**config.mk**
```make
export PLATFORM = sky130hd
export DESIGN_NAME = ultrasonic_echo_ranger
export DESIGN_NICKNAME = d
export VERILOG_FILES = /design/src/design/uer_pkg.sv /design/src/design/uer_cfg.sv /design/src/design/uer_dist.sv /design/src/design/uer_seq.sv /design/src/design/ultrasonic_echo_ranger.sv
export VERILOG_INCLUDE_DIRS = /design/src /design/src/design
export SDC_FILE = /design/constraint.sdc
export NUM_CORES = 1
export LEC_CHECK = 0
export BUFFER_PORTS_ARGS = -buffer_cell sky130_fd_sc_hd__buf_2
export CAP_MARGIN = 15
export CORE_ASPECT_RATIO = 1.75
export CORE_MARGIN = 5
export CORE_UTILIZATION = 45
export DETAILED_ROUTE_END_ITERATION = 10
export PLACE_DENSITY_LB_ADDON = 0.3
export SLEW_MARGIN = 25
export SYNTH_ARGS = -nofsm -noshare
export SYNTH_HDL_FRONTEND = slang
export SYNTH_SLANG_ARGS = --single-unit
```
**constraint.sdc**
```tcl
create_clock -name i_clk -period 7.3 [get_ports i_clk]
set_clock_uncertainty 0.1 [all_clocks]
set_input_delay 0.73 -clock i_clk [delete_from_list [all_inputs] [get_ports i_clk]]
set_output_delay 0.73 -clock i_clk [all_outputs]
set_load 0.005 [all_outputs]
```
**src/design/ultrasonic_echo_ranger_assert.svh**
```systemverilog
// assertion macros for the echo ranger
`ifndef ULTRASONIC_ECHO_RANGER_ASSERT_SVH
`define ULTRASONIC_ECHO_RANGER_ASSERT_SVH
`ifndef SYNTHESIS
// same-cycle implication, disabled in reset
`define UER_ASSERT_NOW(lbl, clk, rst_n, ante, cons) \
    lbl: assert property (@(posedge clk) disable iff (!rst_n) (ante) |-> (cons)) \
        else $error("echo ranger assertion failed");
// next-cycle implication, disabled in reset
`define UER_ASSERT_NEXT(lbl, clk, rst_n, ante, cons) \
    lbl: assert property (@(posedge clk) disable iff (!rst_n) (ante) |=> (cons)) \
        else $error("echo ranger assertion failed");
`else
`define UER_ASSERT_NOW(lbl, clk, rst_n, ante, cons)
`define UER_ASSERT_NEXT(lbl, clk, rst_n, ante, cons)
`endif
`endif

```
**src/design/uer_pkg.sv**
```systemverilog
package uer_pkg;

    // register indexes on the config port
    localparam int unsigned CFG_IDX_W = 2;
    localparam logic [CFG_IDX_W-1:0] REG_TRIGGER_TICKS  = 2'd0;
    localparam logic [CFG_IDX_W-1:0] REG_START_TIMEOUT  = 2'd1;
    localparam logic [CFG_IDX_W-1:0] REG_MAX_ECHO_TICKS = 2'd2;
    localparam logic [CFG_IDX_W-1:0] REG_MIN_ECHO_TICKS = 2'd3;
    localparam int unsigned CFG_DATA_W = 13;

    // field widths
    localparam int unsigned TRIG_W  = 10;
    localparam int unsigned TOUT_W  = 12;
    localparam int unsigned MAXE_W  = 13;
    localparam int unsigned MINE_W  = 8;
    localparam int unsigned CNT_W   = 13;
    localparam int unsigned DIST_W  = 14;

    // reset values of the registers
    localparam logic [TRIG_W-1:0] RST_TRIGGER_TICKS  = 10'd100;
    localparam logic [TOUT_W-1:0] RST_START_TIMEOUT  = 12'd210;
    localparam logic [MAXE_W-1:0] RST_MAX_ECHO_TICKS = 13'd3501;
    localparam logic [MINE_W-1:0] RST_MIN_ECHO_TICKS = 8'd7;

    // count*100/58 = count*50/29, done as count*ceil(50*2^20/29) >> 20
    localparam int unsigned DIST_SHIFT = 20;
    localparam int unsigned DIST_MUL_W = 21;
    localparam int unsigned DIST_PROD_W = CNT_W + DIST_MUL_W;
    localparam logic [DIST_MUL_W-1:0] DIST_MUL = 21'd1807890;

    typedef enum logic [1:0] {
        ST_OK        = 2'd0,
        ST_NO_ECHO   = 2'd1,
        ST_TOO_LONG  = 2'd2,
        ST_TOO_CLOSE = 2'd3
    } t_status;

    typedef enum logic [3:0] {
        PH_IDLE = 4'b0001,
        PH_TRIG = 4'b0010,
        PH_WAIT = 4'b0100,
        PH_ECHO = 4'b1000
    } t_phase;

    typedef struct packed {
        logic [TRIG_W-1:0] trigger_ticks;
        logic [TOUT_W-1:0] start_timeout;
        logic [MAXE_W-1:0] max_echo_ticks;
        logic [MINE_W-1:0] min_echo_ticks;
    } t_cfg;

    typedef struct packed {
        logic [DIST_W-1:0] distance;
        t_status           status;
        logic              done;
        logic              trigger;
    } t_result;

endpackage

```
**src/design/uer_cfg.sv**
```systemverilog
module uer_cfg
    import uer_pkg::*;
(
    input  logic                  i_clk,
    input  logic                  i_rst_n,
    input  logic                  i_cfg_we,
    input  logic [CFG_IDX_W-1:0]  i_cfg_idx,
    input  logic [CFG_DATA_W-1:0] i_cfg_wdata,
    output t_cfg                  o_cfg
);

    t_cfg r_cfg;

    // register file, written one register per cycle
    always_ff @(posedge i_clk) begin
        if (!i_rst_n) begin
            r_cfg.trigger_ticks  <= RST_TRIGGER_TICKS;
            r_cfg.start_timeout  <= RST_START_TIMEOUT;
            r_cfg.max_echo_ticks <= RST_MAX_ECHO_TICKS;
            r_cfg.min_echo_ticks <= RST_MIN_ECHO_TICKS;
        end else if (i_cfg_we) begin
            unique case (i_cfg_idx)
                REG_TRIGGER_TICKS:  r_cfg.trigger_ticks  <= i_cfg_wdata[TRIG_W-1:0];
                REG_START_TIMEOUT:  r_cfg.start_timeout  <= i_cfg_wdata[TOUT_W-1:0];
                REG_MAX_ECHO_TICKS: r_cfg.max_echo_ticks <= i_cfg_wdata[MAXE_W-1:0];
                REG_MIN_ECHO_TICKS: r_cfg.min_echo_ticks <= i_cfg_wdata[MINE_W-1:0];
                default: ;
            endcase
        end
    end

    assign o_cfg = r_cfg;

endmodule

```
**src/design/uer_dist.sv**
```systemverilog
module uer_dist
    import uer_pkg::*;
(
    input  logic [CNT_W-1:0]  i_count,
    output logic [DIST_W-1:0] o_dist
);

    logic [DIST_PROD_W-1:0] prod;

    // reciprocal multiply, exact for every 13-bit count
    assign prod   = DIST_PROD_W'(i_count) * DIST_PROD_W'(DIST_MUL);
    assign o_dist = prod[DIST_SHIFT +: DIST_W];

endmodule

```
**src/design/uer_seq.sv**
```systemverilog
module uer_seq
    import uer_pkg::*;
(
    input  logic    i_clk,
    input  logic    i_rst_n,
    input  logic    i_accept,
    input  logic    i_start,
    input  logic    i_echo,
    input  t_cfg    i_cfg,
    output t_result o_res
);

    t_phase            r_phase, n_phase;
    logic [CNT_W-1:0]  r_cnt, n_cnt;
    logic [CNT_W-1:0]  trig_cnt, wait_cnt, high_cnt;
    logic [DIST_W-1:0] dist_cm;
    logic              trig_end, do_wait, do_echo, dist_sel;
    t_result           res;

    uer_dist u_dist (
        .i_count (r_cnt),
        .o_dist  (dist_cm)
    );

    assign trig_cnt = r_cnt + CNT_W'(1);
    assign trig_end = trig_cnt >= CNT_W'(i_cfg.trigger_ticks);
    // wait and echo counts restart at zero when the phase is entered this tick
    assign wait_cnt = (r_phase == PH_WAIT) ? r_cnt : '0;
    assign high_cnt = (r_phase == PH_ECHO) ? r_cnt : '0;

    // next state and result for one word
    always_comb begin
        n_phase    = r_phase;
        n_cnt      = r_cnt;
        do_wait    = 1'b0;
        do_echo    = 1'b0;
        dist_sel   = 1'b0;
        res.done   = 1'b0;
        res.status = ST_OK;
        if (i_start) begin
            if (r_phase == PH_IDLE) begin
                n_phase = PH_TRIG;
                n_cnt   = '0;
            end
        end else begin
            unique case (r_phase)
                PH_IDLE: ;
                PH_TRIG: begin
                    if (trig_end) begin
                        do_wait = 1'b1;
                    end else begin
                        n_cnt = trig_cnt;
                    end
                end
                PH_WAIT: do_wait = 1'b1;
                PH_ECHO: do_echo = 1'b1;
                default: ;
            endcase
            // waiting for the echo to rise
            if (do_wait) begin
                if (i_echo) begin
                    do_echo = 1'b1;
                end else if (wait_cnt >= CNT_W'(i_cfg.start_timeout)) begin
                    res.done   = 1'b1;
                    res.status = ST_NO_ECHO;
                end else begin
                    n_phase = PH_WAIT;
                    n_cnt   = wait_cnt + CNT_W'(1);
                end
            end
            // counting the echo pulse
            if (do_echo) begin
                if (i_echo) begin
                    if (high_cnt >= i_cfg.max_echo_ticks) begin
                        res.done   = 1'b1;
                        res.status = ST_TOO_LONG;
                    end else begin
                        n_phase = PH_ECHO;
                        n_cnt   = high_cnt + CNT_W'(1);
                    end
                end else begin
                    res.done = 1'b1;
                    if (high_cnt <= CNT_W'(i_cfg.min_echo_ticks)) begin
                        res.status = ST_TOO_CLOSE;
                    end else begin
                        dist_sel = 1'b1;
                    end
                end
            end
            if (res.done) begin
                n_phase = PH_IDLE;
                n_cnt   = '0;
            end
        end
        res.trigger  = (n_phase == PH_TRIG);
        res.distance = dist_sel ? dist_cm : '0;
    end

    // sequencer state
    always_ff @(posedge i_clk) begin
        if (!i_rst_n) begin
            r_phase <= PH_IDLE;
            r_cnt   <= '0;
        end else if (i_accept) begin
            r_phase <= n_phase;
            r_cnt   <= n_cnt;
        end
    end

    assign o_res = res;

endmodule

```
**src/design/ultrasonic_echo_ranger.sv**
```systemverilog
// Ultrasonic echo ranger: each input word is either a 10 us tick (tuser 0) carrying the
// sampled echo pin in tdata bit 0, or a start command (tuser 1), and each gives exactly one
// output word with the trigger pin level, a done flag, a status (ok, no echo, echo too long,
// too close) and the distance in cm (count*100/58, nonzero only on a successful end). A word
// is accepted every cycle except while the output register holds a result against a low
// m_axis_tready; its result is registered, and the rate is set by the sequencer update and one
// constant multiply for the distance. Config registers (trigger ticks, start timeout, max and
// min echo ticks) must be written by the user only while idle; the block does not enforce this.
`include "ultrasonic_echo_ranger_assert.svh"
module ultrasonic_echo_ranger
    import uer_pkg::*;
(
    input  logic                  i_clk,
    input  logic                  i_rst_n,
    // config write port
    input  logic                  i_cfg_we,
    input  logic [CFG_IDX_W-1:0]  i_cfg_idx,
    input  logic [CFG_DATA_W-1:0] i_cfg_wdata,
    // input words
    input  logic                  s_axis_tvalid,
    output logic                  s_axis_tready,
    input  logic [7:0]            s_axis_tdata,  // [0] echo_level, [7:1] zero
    input  logic                  s_axis_tuser,  // [0] command
    // result words
    output logic                  m_axis_tvalid,
    input  logic                  m_axis_tready,
    output logic [23:0]           m_axis_tdata   // [0] trigger_level, [1] done_res,
                                                 // [3:2] status, [17:4] distance_cm, [23:18] zero
);

    t_cfg    cfg;
    t_result res;
    t_result r_res;
    logic    r_valid;
    logic    accept;

    uer_cfg u_cfg (
        .i_clk       (i_clk),
        .i_rst_n     (i_rst_n),
        .i_cfg_we    (i_cfg_we),
        .i_cfg_idx   (i_cfg_idx),
        .i_cfg_wdata (i_cfg_wdata),
        .o_cfg       (cfg)
    );

    uer_seq u_seq (
        .i_clk    (i_clk),
        .i_rst_n  (i_rst_n),
        .i_accept (accept),
        .i_start  (s_axis_tuser),
        .i_echo   (s_axis_tdata[0]),
        .i_cfg    (cfg),
        .o_res    (res)
    );

    // take a word whenever the result register is free or being drained
    assign s_axis_tready = !r_valid || m_axis_tready;
    assign accept        = s_axis_tvalid && s_axis_tready;

    // result register valid
    always_ff @(posedge i_clk) begin
        if (!i_rst_n) begin
            r_valid <= 1'b0;
        end else if (s_axis_tready) begin
            r_valid <= s_axis_tvalid;
        end
    end

    // result register payload
    always_ff @(posedge i_clk) begin
        if (accept) begin
            r_res <= res;
        end
    end

    assign m_axis_tvalid = r_valid;
    assign m_axis_tdata  = {6'b0, r_res};

    // checks
    `UER_ASSERT_NOW(a_stall_blocks_input, i_clk, i_rst_n, r_valid && !m_axis_tready, !s_axis_tready)
    `UER_ASSERT_NOW(a_no_trigger_on_done, i_clk, i_rst_n, r_valid, !(r_res.trigger && r_res.done))
    `UER_ASSERT_NOW(a_dist_only_when_ok, i_clk, i_rst_n, r_valid && (!r_res.done || r_res.status != ST_OK), r_res.distance == '0)
    `UER_ASSERT_NEXT(a_accept_gives_result, i_clk, i_rst_n, accept, r_valid)

endmodule

```
==> results of run 1 <==
tightest hold or removal path: stages (launching register included):
cell and delay [ns]:
dfxtp_1 0.31, nand2_1 0.04, a21boi_0 0.06
cell type report:
type / count / share of cell area, %
Multi-Input combinational cell: 740 / 66.1
Timing Repair Buffer: 53 / 3.02
Sequential cell: 79 / 18.0
Tap cell: 245 / 3.14
Inverter: 171 / 6.57
Clock inverter: 4 / 0.358
Clock buffer: 11 / 2.82
layer usage:
metal | vias to the layer above | wire, um
li1 | 3511 | -
met1 | 3407 | 8510
met2 | 176 | 13500
met3 | 78 | 633
met4 | 0 | 1710
met5 | - | 0
layout by cell type, fill, tap and decap left out, drive strengths merged, types with 15 or more instances in the layout:
master and count:
edfxtp 18, nor3 18, buf 53, a211oi 15, fa 69, nand2 116
o211ai 19, ha 149, nor2 48, xnor2 27, a21boi 28, dfxtp 61
inv 172, o21ai 30, a21oi 28, nand3 29, and2 18
power breakdown:
group | switching, mW | internal (mW)
sequential | 0.00797 | 0.462
combinational | 0.0577 | 0.0325
clock | 0.206 | 0.273
total | 0.272 | 0.768
state kept, by name, summed over array words and instances (netlist names):
register       cells
m_axis_tdata      18
m_axis_tvalid      1
u_cfg.o_cfg       43
u_seq.r_cnt       13
u_seq.r_phase      4
worst min-delay path by stage:
| stage | start | end | slack (ns) | cells past startpoint |
|---|---|---|---|---|
| floorplan | u_cfg.o_cfg[12]$_SDFFE_PN0P_ | u_cfg.o_cfg[12]$_SDFFE_PN0P_ | 0.34 | 2 |
| global placement | u_cfg.o_cfg[26]$_SDFFE_PN0P_ | u_cfg.o_cfg[26]$_SDFFE_PN0P_ | 0.35 | 2 |
| detailed placement | u_cfg.o_cfg[30]$_SDFFE_PN0P_ | u_cfg.o_cfg[30]$_SDFFE_PN0P_ | 0.36 | 2 |
| CTS | u_cfg.o_cfg[30]$_SDFFE_PN0P_ | u_cfg.o_cfg[30]$_SDFFE_PN0P_ | 0.37 | 2 |
| global route | u_cfg.o_cfg[7]$_SDFFE_PN0P_ | u_cfg.o_cfg[7]$_SDFFE_PN0P_ | 0.39 | 2 |
| finish | u_cfg.o_cfg[30]$_SDFFE_PN0P_ | u_cfg.o_cfg[30]$_SDFFE_PN0P_ | 0.37 | 2 |
cell families after synthesis:
logic type	Yosys count
mux	4
buf+inv	215
fa+ha+maj	218
other cells	1
xor+xnor	40
compound gates	188
simple gates	284
flops	79
metrics by stage:
| step | hold WS [ns] | setup slack (ns) |
|---|---|---|
| after global placement | 0.354 | 1.19 |
| final | 0.366 | 1.19 |
| after global routing | 0.392 | 0.839 |
| after detailed placement | 0.361 | 1.19 |
| after floorplan | 0.343 | 1.88 |
| after CTS | 0.370 | 1.17 |
==> impl_metrics.env, run 1 <==
export IMPL_busiest_layer="met2"
export IMPL_leakage_nw=4.87
export IMPL_synth_edf_count=18
export IMPL_rsz0062_at_grt="false"
export IMPL_crit_end="m_axis_tdata[16]$_SDFFCE_PN0P_"
export IMPL_drtIter0Drc=336
export IMPL_met3_usage_pct=2.39
export IMPL_synthToLayoutAreaGrowth_pct=8.08
export IMPL_crit_family="adder cells"
export IMPL_status="complete, no violations"
export IMPL_ys_types=80
export IMPL_fillCellCount=1988
export IMPL_relSlewSlack_pct=37.9
export IMPL_setup_tns_ns=0
export IMPL_synth_area_um2=9040
export IMPL_hold_buffers=0
export IMPL_final_cell_area_um2=9770
export IMPL_clkTransAtPathRegs_ns=0.07
export IMPL_fin_crit_sh_pct=83.7
export IMPL_crit_slowest_cell="dfxtp_1"
export IMPL_power_mw=1.04
export IMPL_synth_xor_area_share_pct=3.87
export IMPL_cp_cell_sequence="ha_1, fa_1, inv_1, fa_1, fa_1, inv_1, fa_1, inv_1, ha_1, a21oi_1, o21ai_0, a221o_1, o41ai_1, o21bai_1, a211oi_1, nor3_1"
export IMPL_synth_seq_area_share_pct=19.5
export IMPL_synthArstFlopShare_pct=0
export IMPL_final_hold_violation_count=0
export IMPL_p_per_area_nw_per_um2=106
export IMPL_overflow=0
export IMPL_ys_ff_latch=79
export IMPL_antenna_found_initial=0
export IMPL_rows=68
export IMPL_synth_most_common_cell="inv_1"
export IMPL_io_pins=55
export IMPL_fin_nets=1301
export IMPL_critPathRequiredTime_ns=7.28
export IMPL_floorplan_initialDensity_pct=45.8
export IMPL_multi_input_area_um2=6460
export IMPL_rr_startpoint="u_seq.r_cnt[12]$_SDFFE_PN0P_"
export IMPL_cp_depth=16
export IMPL_postPlaceCellArea_um2=9460
export IMPL_grt_pass1_wl_um=38800
export IMPL_n_antenna_cell=0
export IMPL_tritoncts_num_sinks=79
export IMPL_post_route_util_pct=49.5
export IMPL_yosysTopAreaCellShare_pct=20.6
export IMPL_hold_path_class="reg -> reg"
export IMPL_dp_cells=1288
export IMPL_met1_usage_pct=22.2
export IMPL_critPathCaptureType="flop"
export IMPL_die_y_um=198
export IMPL_post_cts_buffers=0
export IMPL_clk_latency_ns=0.35
export IMPL_vias=7172
export IMPL_drive_above_1_share_pct=8.88
export IMPL_cts_tree="done"
export IMPL_synth_warnings=0
export IMPL_synth_simple_area_share_pct=15.2
export IMPL_wirelength_um=24400
export IMPL_rrSetupSlack_ns=1.19
export IMPL_cts_root_buf="clkbuf_16"
export IMPL_synth_top_area_cell="ha_1"
export IMPL_synth_fa_ha_area_share_pct=35.9
export IMPL_die_w_um=117
export IMPL_crit_buf_inv=3
export IMPL_dieArea_um2=23100
export IMPL_grt_util_all_layers_pct=22.2
export IMPL_dp_hpwl_um=20300
export IMPL_postCtsResizedCells=0
export IMPL_critPathArrivalTime_ns=6.09
export IMPL_synth_area_top_cells="ha_1 21%, fa_1 15%, dfxtp_1 14%"
export IMPL_irDropWorstVdd_mv=0.161
export IMPL_synth_top_family_by_area="adder cells"
export IMPL_r2r_end="m_axis_tdata[16]$_SDFFCE_PN0P_"
export IMPL_drv_slew=0
export IMPL_core_area_um2=19700
export IMPL_cts_inserted_buffers=9
export IMPL_viasPerCell=5.50
export IMPL_drc=0
export IMPL_portBuffers=41
export IMPL_final_antenna_net_count=0
export IMPL_gp_congestion=0.973
export IMPL_period_needed_ns=6.11
export IMPL_synthCells=1029
export IMPL_worst_r2r_path_depth=16
export IMPL_avgSynthCellArea_um2=8.79
export IMPL_yosys_top_cells_count="171 x inv_1, 149 x ha_1, 114 x nand2_1"
export IMPL_grt_max_degree=53
export IMPL_worst_setup_path_start_kind="flop"
export IMPL_slowest_delay_ns=0.85
export IMPL_cpMostUsedCell="fa_1"
export IMPL_cp_max_fo=15
export IMPL_synth_ff_type="dfxtp_1"
export IMPL_critical_path_startpoint="u_seq.r_cnt[12]$_SDFFE_PN0P_"
export IMPL_worst_setup_path_type="reg -> reg"
export IMPL_firstDrtPassIters=6
export IMPL_maxCapViolations=0
export IMPL_grt_pass1_vias=7335
export IMPL_synth_area_mux_share_pct=0.443
export IMPL_seq_area_um2=1760
export IMPL_wl_per_cell_um=18.7
export IMPL_final_cells=1303
export IMPL_htreeDepth=3
export IMPL_setup_viol=0
export IMPL_synth_compound_area_share_pct=15.5
export IMPL_met2_usage_pct=41.5
export IMPL_tightestPinTransition_ns=0.930
export IMPL_clock_tree_buffer_depth=2
export IMPL_fmax_mhz=164
(Power assumes the default switching activity.)
==> run 2: changes to the inputs <==
ABC_AREA = 1   (was unset)
clock period = 5.77 ns   (was 7.3 ns; I/O delays follow)
==> run 2 against run 1 <==
Critical path type unchanged. Worst setup slack lost 0.75 ns. Largest power group unchanged. Core utilization shrank 0.080 points. Via count increased by 15%. Clock-buffer cell count unchanged. Sequential share of layout area down 1.0 points. Final cell count is 20% higher.
==> impl_metrics.env, run 2 <==
export IMPL_synth_xor_area_share_pct=2.94
export IMPL_clk_latency_ns=0.35
export IMPL_wl_met2_um=14200
export IMPL_tritoncts_num_sinks=79
export IMPL_final_common_cell="inv_1"
export IMPL_worst_setup_path_start_kind="flop"
export IMPL_fin_nets=1548
export IMPL_critPathArrivalTime_ns=5.32
export IMPL_final_antenna_net_count=0
export IMPL_synthCells=1259
export IMPL_drc=0
export IMPL_portBuffers=41
export IMPL_cts_tree="done"
export IMPL_synth_fa_ha_area_share_pct=34.1
export IMPL_final_cell_mix="245 x inv_1, 221 x nand2_1, 149 x ha_1"
export IMPL_die_w_um=120
export IMPL_final_hold_violation_count=0
export IMPL_core_area_um2=20900
export IMPL_synth_area_top_cells="ha_1 20%, fa_1 14%, dfxtp_1 13%"
export IMPL_yosys_top_cells_count="245 x inv_1, 221 x nand2_1, 149 x ha_1"
export IMPL_status="complete, no violations"
export IMPL_fmax_mhz=188
export IMPL_postCtsResizedCells=0
export IMPL_slowest_delay_ns=0.55
export IMPL_power_mw=1.44
export IMPL_synth_most_common_cell="inv_1"
export IMPL_tightestPinTransition_ns=0.869
export IMPL_synth_top_area_cell="ha_1"
export IMPL_synth_top_family_by_area="adder cells"
export IMPL_ys_ff_latch=79
export IMPL_grt_max_degree=44
export IMPL_relSlewSlack_pct=42.0
export IMPL_floorplan_initialDensity_pct=45.5
export IMPL_synth_simple_area_share_pct=20.8
export IMPL_dp_hpwl_um=21900
export IMPL_synthToLayoutAreaGrowth_pct=8.59
export IMPL_rsz0062_at_grt="false"
export IMPL_firstDrtPassIters=5
export IMPL_worst_setup_path_type="reg -> reg"
export IMPL_place_ws_ns=0.497
export IMPL_grt_util_all_layers_pct=22.1
export IMPL_dieArea_um2=24300
export IMPL_gp_congestion=0.939
export IMPL_maxCapViolations=0
export IMPL_critPathCaptureType="flop"
export IMPL_synthArstFlopShare_pct=0
export IMPL_clock_tree_buffer_depth=2
export IMPL_synth_ff_type="dfxtp_1"
export IMPL_leakage_nw=5.53
export IMPL_dr_wl_met3_um=591
export IMPL_synth_warnings=0
export IMPL_die_y_um=203
export IMPL_fin_crit_sh_pct=92.4
export IMPL_vias=8249
export IMPL_rows=70
export IMPL_n_antenna_cell=0
export IMPL_drv_slew=0
export IMPL_rrSetupSlack_ns=0.44
export IMPL_overflow=0
export IMPL_wl_met1_um=9160
export IMPL_top_layer="met4"
export IMPL_grt_pass1_wl_um=42100
export IMPL_largest_reg_flops=43
export IMPL_hold_buffers=0
export IMPL_cts_root_buf="clkbuf_16"
export IMPL_viasPerCell=5.29
export IMPL_yosysTopAreaCellShare_pct=19.6
export IMPL_avgSynthCellArea_um2=7.57
export IMPL_io_pins=55
export IMPL_cp_cell_sequence="ha_1, inv_1, fa_1, inv_1, fa_1, fa_1, inv_1, fa_1, inv_1, ha_1, a21oi_1, o21ai_0, a21oi_1, nand3_1, a21oi_1, o21ai_0, o21ai_0, a21oi_1"
export IMPL_setup_tns_ns=0
export IMPL_synth_edf_count=18
export IMPL_setup_ws_ns=0.440
export IMPL_cts_inserted_buffers=9
export IMPL_wirelength_um=26100
export IMPL_setup_viol=0
export IMPL_hold_path_class="in -> reg"
export IMPL_critPathRequiredTime_ns=5.76
export IMPL_drtIter0Drc=396
export IMPL_post_cts_buffers=0
export IMPL_period_needed_ns=5.33
export IMPL_irDropWorstVdd_mv=0.210
export IMPL_wl_per_cell_um=16.7
export IMPL_drive_above_1_share_pct=8.12
export IMPL_synth_compound_area_share_pct=12.1
export IMPL_synth_area_um2=9530
export IMPL_antenna_found_initial=0
export IMPL_cp_max_fo=9
export IMPL_synth_seq_area_share_pct=18.5
export IMPL_htreeDepth=3
export IMPL_crit_slowest_cell="dfxtp_1"
export IMPL_clkTransAtPathRegs_ns=0.07
export IMPL_grt_pass1_vias=8663
export IMPL_p_per_area_nw_per_um2=139
export IMPL_synth_area_mux_share_pct=0
export IMPL_ys_types=44
run 2: report_power, final:
| part | leakage (nW) | switching (mW) | internal (mW) |
|---|---|---|---|
| Sequential | 0.682 | 0.0112 | 0.591 |
| Combinational | 4.68 | 0.133 | 0.0678 |
| Clock | 0.160 | 0.247 | 0.392 |
| Total | 5.53 | 0.392 | 1.05 |
run 2: layer usage:
| layer | track usage (%) | vias up |
|---|---|---|
| li1 | - | 4160 |
| met1 | 20.7 | 3814 |
| met5 | 0 | - |
| met4 | 15.9 | 0 |
| met3 | 2.29 | 100 |
| met2 | 43.0 | 175 |
run 2: logic make-up after synthesis:
group                      count (synthesis)
DFF                                       79
adders and majority gates                218
other                                      1
xor gates and xnor gates                  32
and+or+nand+nor                          442
AOI/OAI and AO/OA                        207
buffers and inverters                    280
run 2: worst max-delay path: cells and delay by family, from the launching register on:
family / cells / cell delay [ns]
buffers and inverters: 4 / 0.25
AND/OR/NAND/NOR: 1 / 0.24
adder cells (fa/ha/maj): 6 / 2.75
AO/OA/AOI/OAI: 7 / 1.18
flip-flops: 1 / 0.55
run 2: area by class of cell:
class / count / area, um^2
clock buffer: 11 / 243
sequential: 79 / 1760
timing repair buffer: 58 / 333
inverter: 248 / 931
multi-input combinational: 905 / 6680
fill: 2101 / 10600
clock inverter: 5 / 80.1
tap: 252 / 315
run 2: final timing paths:
check                               start                             end  cells after the start
max          u_seq.r_cnt[12]$_SDFFE_PN0P_  m_axis_tdata[17]$_SDFFCE_PN0P_                     18
min                       i_cfg_wdata[10]    u_cfg.o_cfg[18]$_SDFFE_PN1P_                      3
max reg2reg  u_seq.r_cnt[12]$_SDFFE_PN0P_  m_axis_tdata[17]$_SDFFCE_PN0P_                     18
min reg2reg  u_cfg.o_cfg[26]$_SDFFE_PN0P_    u_cfg.o_cfg[26]$_SDFFE_PN0P_                      2
run 2: metrics by stage:
step	util [%]	hold WS (ns)	instances	cell area (um^2)
after floorplan	-	0.335	1264	9550
after global placement	47.9	0.345	1542	10000
after detailed placement	47.9	0.352	1542	10000
after CTS	49.4	0.351	1558	10300
after global routing	49.4	0.368	1558	10300
final	49.4	0.360	1558	10300
